`src/sv/mwo_pkg.sv`:
```
// ----------------------------------------------------------------------------
// mwo_pkg
// Shared constants for the multi-waveform oscillator: register indexes,
// wave mode codes, the fixed-point sine polynomial coefficients and the
// widths of the bit-serial multiplier.
// ----------------------------------------------------------------------------
package mwo_pkg;

  // Parameter defaults.
  localparam int SINE_ENTRIES_DEF = 1024;
  localparam int PERIOD_BITS_DEF  = 16;

  // Configuration register indexes.
  localparam logic [2:0] REG_WAVE_MODE      = 3'd0;
  localparam logic [2:0] REG_AMPLITUDE      = 3'd1;
  localparam logic [2:0] REG_PHASE_STEP     = 3'd2;
  localparam logic [2:0] REG_PHASE_OFFSET   = 3'd3;
  localparam logic [2:0] REG_PERIOD_SAMPLES = 3'd4;

  // Wave modes.
  localparam logic [1:0] MODE_SINE     = 2'd0;
  localparam logic [1:0] MODE_SQUARE   = 2'd1;
  localparam logic [1:0] MODE_TRIANGLE = 2'd2;
  localparam logic [1:0] MODE_SAWTOOTH = 2'd3;

  localparam logic [14:0] FULL_SCALE = 15'd32767;
  localparam logic [14:0] AMP_RESET  = 15'd32767;

  // Multiplier operand width and the Q30 fraction position.
  localparam int MUL_W = 31;
  localparam int FRAC  = 30;

  // Odd Taylor coefficients of sin(pi/2 * x), Q30.
  localparam logic [30:0] K1  = 31'd1686629713;
  localparam logic [30:0] K3  = 31'd693598668;
  localparam logic [30:0] K5  = 31'd85569306;
  localparam logic [30:0] K7  = 31'd5026995;
  localparam logic [30:0] K9  = 31'd172272;
  localparam logic [30:0] K11 = 31'd3864;

  localparam logic [2:0] HORN_LAST = 3'd4;

  // Horner coefficient for each pass, after the K11 start value.
  function automatic logic [30:0] horner_coef(input logic [2:0] idx);
    logic [30:0] k;
    case (idx)
      3'd0:    k = K9;
      3'd1:    k = K7;
      3'd2:    k = K5;
      3'd3:    k = K3;
      default: k = K1;
    endcase
    return k;
  endfunction

endpackage

```
`src/sv/multi_waveform_oscillator.sv`:
```
// ----------------------------------------------------------------------------
// multi_waveform_oscillator
// DDS style oscillator giving one signed Q1.15 sample per input item, in sine,
// square, triangle or sawtooth form, with a bit-serial multiplier and divider.
// ----------------------------------------------------------------------------
// Usage:
//   Each item accepted on the in_ channel (in_valid & in_ready) is one tick;
//   in_restart starts the waveform over. Exactly one out_sample item follows.
//   Registers are written on the cfg_ port (cfg_we, cfg_index, cfg_wdata)
//   while no item is in flight; writes never restart the waveform.
// Datapath:
//   All products go through one shift-add multiplier, and all ratios through
//   one restoring divider that takes one dividend bit per cycle. Sine and
//   square evaluate the quarter-wave polynomial on the fly: eight products,
//   a rounding step and a division. Triangle and sawtooth need one product
//   and one division; for them a period below two goes straight from the
//   idle state to the final state.
//   One item is in work at a time; in_ready is high whenever the datapath is
//   free, even while a finished result waits in the output register.
// Reset and stalls:
//   Reset loads the register defaults and marks the next item as a fresh
//   start. If out_ready is low, the next result waits in the final state and
//   the block takes no further item until the output register drains.
//   SINE_ENTRIES must be a power of two.
// ----------------------------------------------------------------------------
module multi_waveform_oscillator import mwo_pkg::*; #(
  parameter int SINE_ENTRIES = SINE_ENTRIES_DEF,
  parameter int PERIOD_BITS  = PERIOD_BITS_DEF
) (
  input  logic               clk,
  input  logic               rst_n,
  input  logic               in_valid,
  output logic               in_ready,
  input  logic               in_restart,
  output logic               out_valid,
  input  logic               out_ready,
  output logic signed [15:0] out_sample,
  input  logic               cfg_we,
  input  logic [2:0]         cfg_index,
  input  logic [31:0]        cfg_wdata
);

  localparam int LOG2N  = $clog2(SINE_ENTRIES);
  localparam int PB     = PERIOD_BITS;
  localparam int RW     = PB + 1;
  localparam int NW     = PB + 2;
  localparam int DEN_W  = (PB > 15) ? PB : 15;
  localparam int DVD_W  = ((15 + PB) > 30) ? (15 + PB) : 30;
  localparam int CNT_MX = (DVD_W > MUL_W) ? DVD_W : MUL_W;
  localparam int CNT_W  = $clog2(CNT_MX);
  localparam int PW     = 2 * MUL_W;

  localparam logic [2:0] S_IDLE  = 3'd0;
  localparam logic [2:0] S_MUL   = 3'd1;
  localparam logic [2:0] S_MPOST = 3'd2;
  localparam logic [2:0] S_DIV   = 3'd3;
  localparam logic [2:0] S_FIN   = 3'd4;

  localparam logic [2:0] OP_SQ   = 3'd0;
  localparam logic [2:0] OP_HORN = 3'd1;
  localparam logic [2:0] OP_XT   = 3'd2;
  localparam logic [2:0] OP_RND  = 3'd3;
  localparam logic [2:0] OP_AMP  = 3'd4;

  // Configuration and oscillator state.
  logic [1:0]       wave_mode_r, wave_mode_nxt;
  logic [14:0]      amplitude_r, amplitude_nxt;
  logic [31:0]      phase_step_r, phase_step_nxt;
  logic [31:0]      phase_offset_r, phase_offset_nxt;
  logic [PB-1:0]    period_r, period_nxt;
  logic [31:0]      acc_r, acc_nxt;
  logic [RW-1:0]    ramp_r, ramp_nxt;
  logic             fresh_r, fresh_nxt;

  // Sequencer and datapath.
  logic [2:0]       st_r, st_nxt;
  logic [2:0]       op_r, op_nxt;
  logic [2:0]       hc_r, hc_nxt;
  logic [CNT_W-1:0] cnt_r, cnt_nxt;
  logic [MUL_W-1:0] x_r, x_nxt;
  logic [MUL_W-1:0] y_r, y_nxt;
  logic [MUL_W-1:0] mc_r, mc_nxt;
  logic [PW-1:0]    pr_r, pr_nxt;
  logic [DEN_W-1:0] rem_r, rem_nxt;
  logic [DEN_W-1:0] den_r, den_nxt;
  logic [DVD_W-1:0] dq_r, dq_nxt;
  logic             neg_r, neg_nxt;
  logic             out_valid_r, out_valid_nxt;
  logic [15:0]      out_sample_r, out_sample_nxt;

  // Per-tick combinational terms.
  logic             is_tri, is_ramp, start_over;
  logic [RW-1:0]    half, limit, ramp_eff, j, j_inc;
  logic [31:0]      acc_eff, phase;
  logic [LOG2N-1:0] sidx;
  logic [LOG2N:0]   k;
  logic [NW-1:0]    two_j, half_n, three_half, pm1, pos, negt, num_mag;
  logic             num_neg;
  logic [MUL_W:0]   mul_sum;
  logic [MUL_W-1:0] mul_hi;
  logic [MUL_W-1:0] t_new;
  logic [47:0]      rnd;
  logic [14:0]      sine_mag;
  logic [DEN_W:0]   trial;
  logic             q_bit;
  logic [14:0]      quot, mag;
  logic [15:0]      mag16;

  assign in_ready   = (st_r == S_IDLE);
  assign out_valid  = out_valid_r;
  assign out_sample = out_sample_r;

  always_comb begin
    is_tri  = (wave_mode_r == MODE_TRIANGLE);
    is_ramp = is_tri || (wave_mode_r == MODE_SAWTOOTH);
    half    = RW'(period_r >> 1);
    limit   = is_tri ? (half << 1) : RW'(period_r);

    start_over = fresh_r || in_restart;
    acc_eff    = start_over ? 32'd0 : acc_r;
    if (start_over) begin
      ramp_eff = is_tri ? (half >> 1) : '0;
    end else begin
      ramp_eff = ramp_r;
    end

    // Ramp position after the out-of-range check, and its successor.
    j     = (ramp_eff >= limit) ? '0 : ramp_eff;
    j_inc = j + RW'(1);

    two_j      = {j, 1'b0};
    half_n     = NW'(half);
    three_half = half_n + (half_n << 1);
    pm1        = NW'(period_r) - NW'(1);
    if (!is_tri) begin
      pos  = pm1;
      negt = two_j;
    end else if (j < half) begin
      pos  = two_j;
      negt = half_n;
    end else begin
      pos  = three_half;
      negt = two_j;
    end
    num_neg = (negt > pos);
    num_mag = num_neg ? (negt - pos) : (pos - negt);

    // Quarter-wave table index; odd quadrants read the table backwards.
    phase = acc_eff + phase_offset_r;
    sidx  = phase[29 -: LOG2N];
    k     = phase[30] ? ((LOG2N + 1)'(SINE_ENTRIES) - {1'b0, sidx}) : {1'b0, sidx};

    mul_hi  = pr_r[PW-1:MUL_W];
    mul_sum = {1'b0, mul_hi} + (pr_r[0] ? {1'b0, mc_r} : '0);
    t_new   = horner_coef(hc_r) - pr_r[FRAC +: MUL_W];

    rnd = pr_r[47:0] + 48'(32'd1 << 29);
    if (rnd[46:30] > 17'(FULL_SCALE)) begin
      sine_mag = FULL_SCALE;
    end else begin
      sine_mag = rnd[44:30];
    end

    trial = {rem_r, dq_r[DVD_W-1]};
    q_bit = (trial >= {1'b0, den_r});

    quot  = dq_r[14:0];
    mag   = (wave_mode_r == MODE_SQUARE) ? amplitude_r : quot;
    mag16 = {1'b0, mag};
  end

  always_comb begin
    wave_mode_nxt    = wave_mode_r;
    amplitude_nxt    = amplitude_r;
    phase_step_nxt   = phase_step_r;
    phase_offset_nxt = phase_offset_r;
    period_nxt       = period_r;
    acc_nxt          = acc_r;
    ramp_nxt         = ramp_r;
    fresh_nxt        = fresh_r;
    st_nxt           = st_r;
    op_nxt           = op_r;
    hc_nxt           = hc_r;
    cnt_nxt          = cnt_r;
    x_nxt            = x_r;
    y_nxt            = y_r;
    mc_nxt           = mc_r;
    pr_nxt           = pr_r;
    rem_nxt          = rem_r;
    den_nxt          = den_r;
    dq_nxt           = dq_r;
    neg_nxt          = neg_r;
    out_valid_nxt    = out_valid_r;
    out_sample_nxt   = out_sample_r;

    if (cfg_we) begin
      case (cfg_index)
        REG_WAVE_MODE:      wave_mode_nxt    = cfg_wdata[1:0];
        REG_AMPLITUDE:      amplitude_nxt    = cfg_wdata[14:0];
        REG_PHASE_STEP:     phase_step_nxt   = cfg_wdata;
        REG_PHASE_OFFSET:   phase_offset_nxt = cfg_wdata;
        REG_PERIOD_SAMPLES: period_nxt       = cfg_wdata[PB-1:0];
        default: ;
      endcase
    end

    if (out_valid_r && out_ready) begin
      out_valid_nxt = 1'b0;
    end

    case (st_r)
      S_IDLE: begin
        if (in_valid) begin
          fresh_nxt = 1'b0;
          acc_nxt   = acc_eff + phase_step_r;
          cnt_nxt   = '0;
          if (!is_ramp) begin
            ramp_nxt = ramp_eff;
            x_nxt    = MUL_W'({k, (FRAC - LOG2N)'(0)});
            mc_nxt   = MUL_W'({k, (FRAC - LOG2N)'(0)});
            pr_nxt   = PW'({k, (FRAC - LOG2N)'(0)});
            op_nxt   = OP_SQ;
            neg_nxt  = phase[31];
            den_nxt  = DEN_W'(FULL_SCALE);
            st_nxt   = S_MUL;
          end else if (period_r < PB'(2)) begin
            ramp_nxt = '0;
            dq_nxt   = '0;
            neg_nxt  = 1'b0;
            st_nxt   = S_FIN;
          end else begin
            ramp_nxt = (j_inc >= limit) ? '0 : j_inc;
            mc_nxt   = MUL_W'(num_mag);
            pr_nxt   = PW'(amplitude_r);
            op_nxt   = OP_AMP;
            neg_nxt  = num_neg;
            den_nxt  = is_tri ? DEN_W'(half) : DEN_W'(pm1);
            st_nxt   = S_MUL;
          end
        end
      end

      S_MUL: begin
        pr_nxt  = {mul_sum, pr_r[MUL_W-1:1]};
        cnt_nxt = cnt_r + CNT_W'(1);
        if (cnt_r == CNT_W'(MUL_W - 1)) begin
          st_nxt = S_MPOST;
        end
      end

      S_MPOST: begin
        cnt_nxt = '0;
        case (op_r)
          OP_SQ: begin
            y_nxt  = pr_r[FRAC +: MUL_W];
            mc_nxt = pr_r[FRAC +: MUL_W];
            pr_nxt = PW'(K11);
            hc_nxt = '0;
            op_nxt = OP_HORN;
            st_nxt = S_MUL;
          end
          OP_HORN: begin
            pr_nxt = PW'(t_new);
            st_nxt = S_MUL;
            if (hc_r == HORN_LAST) begin
              mc_nxt = x_r;
              op_nxt = OP_XT;
            end else begin
              mc_nxt = y_r;
              hc_nxt = hc_r + 3'd1;
            end
          end
          OP_XT: begin
            // Scale the Q30 sine by full scale: s * 32767 = (s << 15) - s.
            pr_nxt = PW'({pr_r[FRAC +: MUL_W], 15'd0}) - PW'(pr_r[FRAC +: MUL_W]);
            op_nxt = OP_RND;
          end
          OP_RND: begin
            mc_nxt = MUL_W'(sine_mag);
            pr_nxt = PW'(amplitude_r);
            op_nxt = OP_AMP;
            st_nxt = S_MUL;
          end
          OP_AMP: begin
            dq_nxt  = pr_r[DVD_W-1:0];
            rem_nxt = '0;
            st_nxt  = S_DIV;
          end
          default: st_nxt = S_IDLE;
        endcase
      end

      S_DIV: begin
        rem_nxt = q_bit ? DEN_W'(trial - {1'b0, den_r}) : trial[DEN_W-1:0];
        dq_nxt  = {dq_r[DVD_W-2:0], q_bit};
        cnt_nxt = cnt_r + CNT_W'(1);
        if (cnt_r == CNT_W'(DVD_W - 1)) begin
          st_nxt = S_FIN;
        end
      end

      S_FIN: begin
        if (!out_valid_r || out_ready) begin
          out_valid_nxt  = 1'b1;
          out_sample_nxt = (neg_r && (quot != '0)) ? (16'd0 - mag16) : mag16;
          st_nxt         = S_IDLE;
        end
      end

      default: st_nxt = S_IDLE;
    endcase
  end

  always_ff @(posedge clk) begin
    if (!rst_n) begin
      wave_mode_r    <= MODE_SINE;
      amplitude_r    <= AMP_RESET;
      phase_step_r   <= '0;
      phase_offset_r <= '0;
      period_r       <= PB'(100);
      acc_r          <= '0;
      ramp_r         <= '0;
      fresh_r        <= 1'b1;
      st_r           <= S_IDLE;
      out_valid_r    <= 1'b0;
    end else begin
      wave_mode_r    <= wave_mode_nxt;
      amplitude_r    <= amplitude_nxt;
      phase_step_r   <= phase_step_nxt;
      phase_offset_r <= phase_offset_nxt;
      period_r       <= period_nxt;
      acc_r          <= acc_nxt;
      ramp_r         <= ramp_nxt;
      fresh_r        <= fresh_nxt;
      st_r           <= st_nxt;
      out_valid_r    <= out_valid_nxt;
    end
  end

  always_ff @(posedge clk) begin
    op_r         <= op_nxt;
    hc_r         <= hc_nxt;
    cnt_r        <= cnt_nxt;
    x_r          <= x_nxt;
    y_r          <= y_nxt;
    mc_r         <= mc_nxt;
    pr_r         <= pr_nxt;
    rem_r        <= rem_nxt;
    den_r        <= den_nxt;
    dq_r         <= dq_nxt;
    neg_r        <= neg_nxt;
    out_sample_r <= out_sample_nxt;
  end

  // A finished sample that finds the output register free is shown next cycle.
  a_fin_loads: assert property (@(posedge clk) disable iff (!rst_n)
    (st_r == S_FIN && (!out_valid_r || out_ready)) |=> (out_valid_r && st_r == S_IDLE))
    else $error("finished sample not loaded into output register");

  // The restoring divider keeps its partial remainder below the divisor.
  a_div_rem: assert property (@(posedge clk) disable iff (!rst_n)
    (st_r == S_DIV) |-> (den_r != '0 && rem_r < den_r))
    else $error("divider remainder out of range");

  // Every ratio is at most the amplitude, so the quotient fits in 15 bits.
  a_quot_fits: assert property (@(posedge clk) disable iff (!rst_n)
    (st_r == S_FIN) |-> (dq_r[DVD_W-1:15] == '0))
    else $error("quotient exceeds sample range");

  // While a ramp item is in work the stored position is inside the period.
  a_ramp_range: assert property (@(posedge clk) disable iff (!rst_n)
    (st_r != S_IDLE && is_ramp) |-> (ramp_r < limit || ramp_r == '0))
    else $error("ramp position outside its period");

endmodule

```
`config.mk`:
```
export PLATFORM = sky130hd
export DESIGN_NAME = multi_waveform_oscillator
export DESIGN_NICKNAME = d
export VERILOG_FILES = /design/src/sv/mwo_pkg.sv /design/src/sv/multi_waveform_oscillator.sv
export SDC_FILE = /design/constraint.sdc
export NUM_CORES = 1
export LEC_CHECK = 0
export BUFFER_PORTS_ARGS = -buffer_cell sky130_fd_sc_hd__buf_2
export CAP_MARGIN = 20
export CELL_PAD_IN_SITES_DETAIL_PLACEMENT = 1
export CELL_PAD_IN_SITES_GLOBAL_PLACEMENT = 2
export CORE_MARGIN = 2
export CORE_UTILIZATION = 41
export DETAILED_ROUTE_END_ITERATION = 6
export GPL_TIMING_DRIVEN = 0
export PLACE_DENSITY = 0.84
export SYNTH_ARGS = -nofsm -noshare
export SYNTH_HDL_FRONTEND = slang
export SYNTH_SLANG_ARGS = --single-unit
```
`constraint.sdc`:
```
create_clock -name clk -period 10.59 [get_ports clk]
set_input_delay 1.5885 -clock clk [delete_from_list [all_inputs] [get_ports clk]]
set_output_delay 1.5885 -clock clk [all_outputs]
set_load 0.005 [all_outputs]
```
==> results.ini <==
[detailed_routing]
ant_nets=0
avgRoutedWirePerCell_um=25.25
vias=27530
drtIter0Drc=2279
drt-total-wl_um=114300
via_per_inst=6.082
dr.pass1.iters=7
remaining_drc_errors=3

[clocking]
cts_root_buf=clkbuf_16
clk_pin_slew_ps=60
insertion_delay_ps=620
cts_hold_buffers=0
cts_made_buffers=46
cts_sinks=377
cts_max_level=2
cts_max_path_buffers=3
cts_tree=done

[pwr]
p_leak_nw=13.65
power_density_nw_per_um2=208.7
ir_worst_vdd_uv=117.9
finalPower_mw=6.830

[critical_path]
rr_worst_depth=36
max_stage_delay_ps=500
path_common_cell=clkbuf_4
cp-start-kind=primary input
crit_required_ps=10910
r2r_slack_ps=590
crit_type=primary input to register
rr_endpoint=mc_r[10]
critPathArrivalTime_ps=10420
cp_max_fo=10
slowest_stage=clkbuf_1
crit_path_end_kind=register
reg2reg_from=wave_mode_r[1]
crit_start=in_restart

[synth]
synth_edf_count=226
yosysSeqAreaShare_pct=33.25
synth_area_um2=29500
synth_warnings=0
synthFlopType=edfxtp_1
ys_ff_latch=377
async_flop_share_pct=0
synth.avg_cell_area_um2=8.635
ys_types=106
syn-instance-count=3417
syn_nets=3739

[final_layout]
fin_util_pct=45.86
final_cell_mix=nand2_1 (429), ha_1 (274), edfxtp_1 (226)
fillers=8499
area_growth_pct=10.92
num-nets-final=3860
drive_above_1_share_pct=7.077
layout_commonest_cell=nand2_1
multiInputGateArea_um2=18430
seqCellArea_um2=9809

[grt]
grt_pass1_wl_um=173100
gr-total-overflow=0
grt_max_degree=30
antenna_found_initial=1
grt_pass1_vias=28390
track_usage_pct=30.28

[sta]
setup_viol=0
tightest_slew_ps=1173
hold_viol=0
post-route-period-util_pct=95.35
rsz0062_at_grt=false
slew_headroom_pct=21.78
fin_crit_ps=10100
slew_violations=0
clock_skew_ps=25.01
max_freq_mhz=99.03

[floorplan]
num_io_pins=59
coreArea_um2=71360
die_w_um=272.3
start_util_pct=41.34
num_rows=98
die_area_um2=74120
die_h_um=272.3

[run_status]
violations=DRC
status=finished with violations

[min_path]
min_path_type=register to register
min_to=acc_r[26]
holdCritStartpoint=acc_r[26]
min_path_cells=2

[flow_run]
maxCapViolCount=0

[place]
port_buffers=58
dp_hpwl_um=91010
place_congestion=0.9448

## critical path: cells and delay by family
family	cells	cell delay [ps]
AOI/OAI and AO/OA	17	3780
xor gates and xnor gates	1	270
and+or+nand+nor	5	1080
muxes	2	560
buffers and inverters	8	2220
adders and majority gates	3	860
## synthesized netlist by cell type (24+ instances only)
master    count  area [µm²]
a211oi_1     30       225.2
a21boi_0     92       690.7
a21o_1       88       660.6
a21oi_1     193       965.9
a22o_1       38       332.8
a22oi_1      45       337.8
a31oi_1      26       162.7
and2_1       97       606.8
and3_1       25       156.4
clkbuf_1    126       473.0
dfxtp_1     151        3023
edfxtp_1    226        6787
ha_1        274        3428
inv_1       181       679.4
mux2i_1      63       630.6
nand2_1     429        1610
nand2b_1     31       193.9
nand3_1      87       435.4
nand4_1      30       187.7
nor2_1      231       867.1
nor2b_1      60       375.4
nor3_1       59       295.3
o211ai_1     24       180.2
o21a_1       34       255.2
o21ai_0     188       940.9
o22ai_1      42       262.8
xnor2_1     145        1270
xor2_1       68       595.6
## registers in the layout (all words and copies together), names as in the netlist, 17 cells and up
signal and flops:
phase_offset_r 32, ramp_r 17, y_r 31, acc_r 32, mc_r 31, phase_step_r 32, pr_r 62, dq_r 31
## area by class of cell
type	count	area share (%)
Sequential cell	377	29.98
Inverter	182	2.088
Multi-Input combinational cell	2701	56.32
Antenna cell	2	0.01529
Buffer	156	2.061
Timing Repair Buffer	74	1.396
Clock inverter	23	0.6576
Clock buffer	62	3.854
Tap cell	950	3.632
## cell families (layout without fill, tap and decap cells)
family	count (synthesis)	after routing	share of synthesized area (%)
simple gates	1144	1144	18.40
compound gates	991	991	22.88
flops	377	377	33.25
buf+inv	339	497	4.550
fa+ha+maj	281	281	12.09
xor+xnor	215	215	6.433
mux	69	69	2.375
other cells	1	3	0.01271
## what timing repair did
item,CTS,global route
setup buffers,0,1
setup endpoints to repair,17,17
gates resized for setup,9,18
pin swaps,0,1
## through the flow
stage	setup WS [ps]	cell area (µm²)	std cells	TNS, ps	hold WS (ps)
finish	492.5	32730	4527	0	465.1
global route	93.26	32720	4526	0	492.4
CTS	106.4	32660	4524	0	466.1
detailed placement	-1328	31170	4439	-19180	457.5
global placement	-1322	30980	4425	-19400	448.4
floorplan	1812	29500	3417	0	435.3
## per-layer routing
metal	routed length (µm)	up-vias	GRT usage, %
met4	4255	0	10.32
li1	-	12640	-
met2	51790	973	48.96
met3	7852	206	4.408
met1	50420	13720	41.29
met5	0	-	0
## how the worst max path moves through the flow
stage	to	cells after the start
after floorplan	mc_r[10]	34
after global placement	mc_r[10]	36
after detailed placement	mc_r[10]	36
after CTS	mc_r[10]	36
after global routing	mc_r[10]	36
final	mc_r[10]	36
## where the power goes
part           internal, mW  switching (mW)  leakage [nW]
registers              1.88           0.350          3.39
clock network         0.893           0.695         0.731
logic                  1.08            1.94          9.53
total                  3.85            2.98          13.7
No activity file was read; power rests on OpenSTA's default activity.
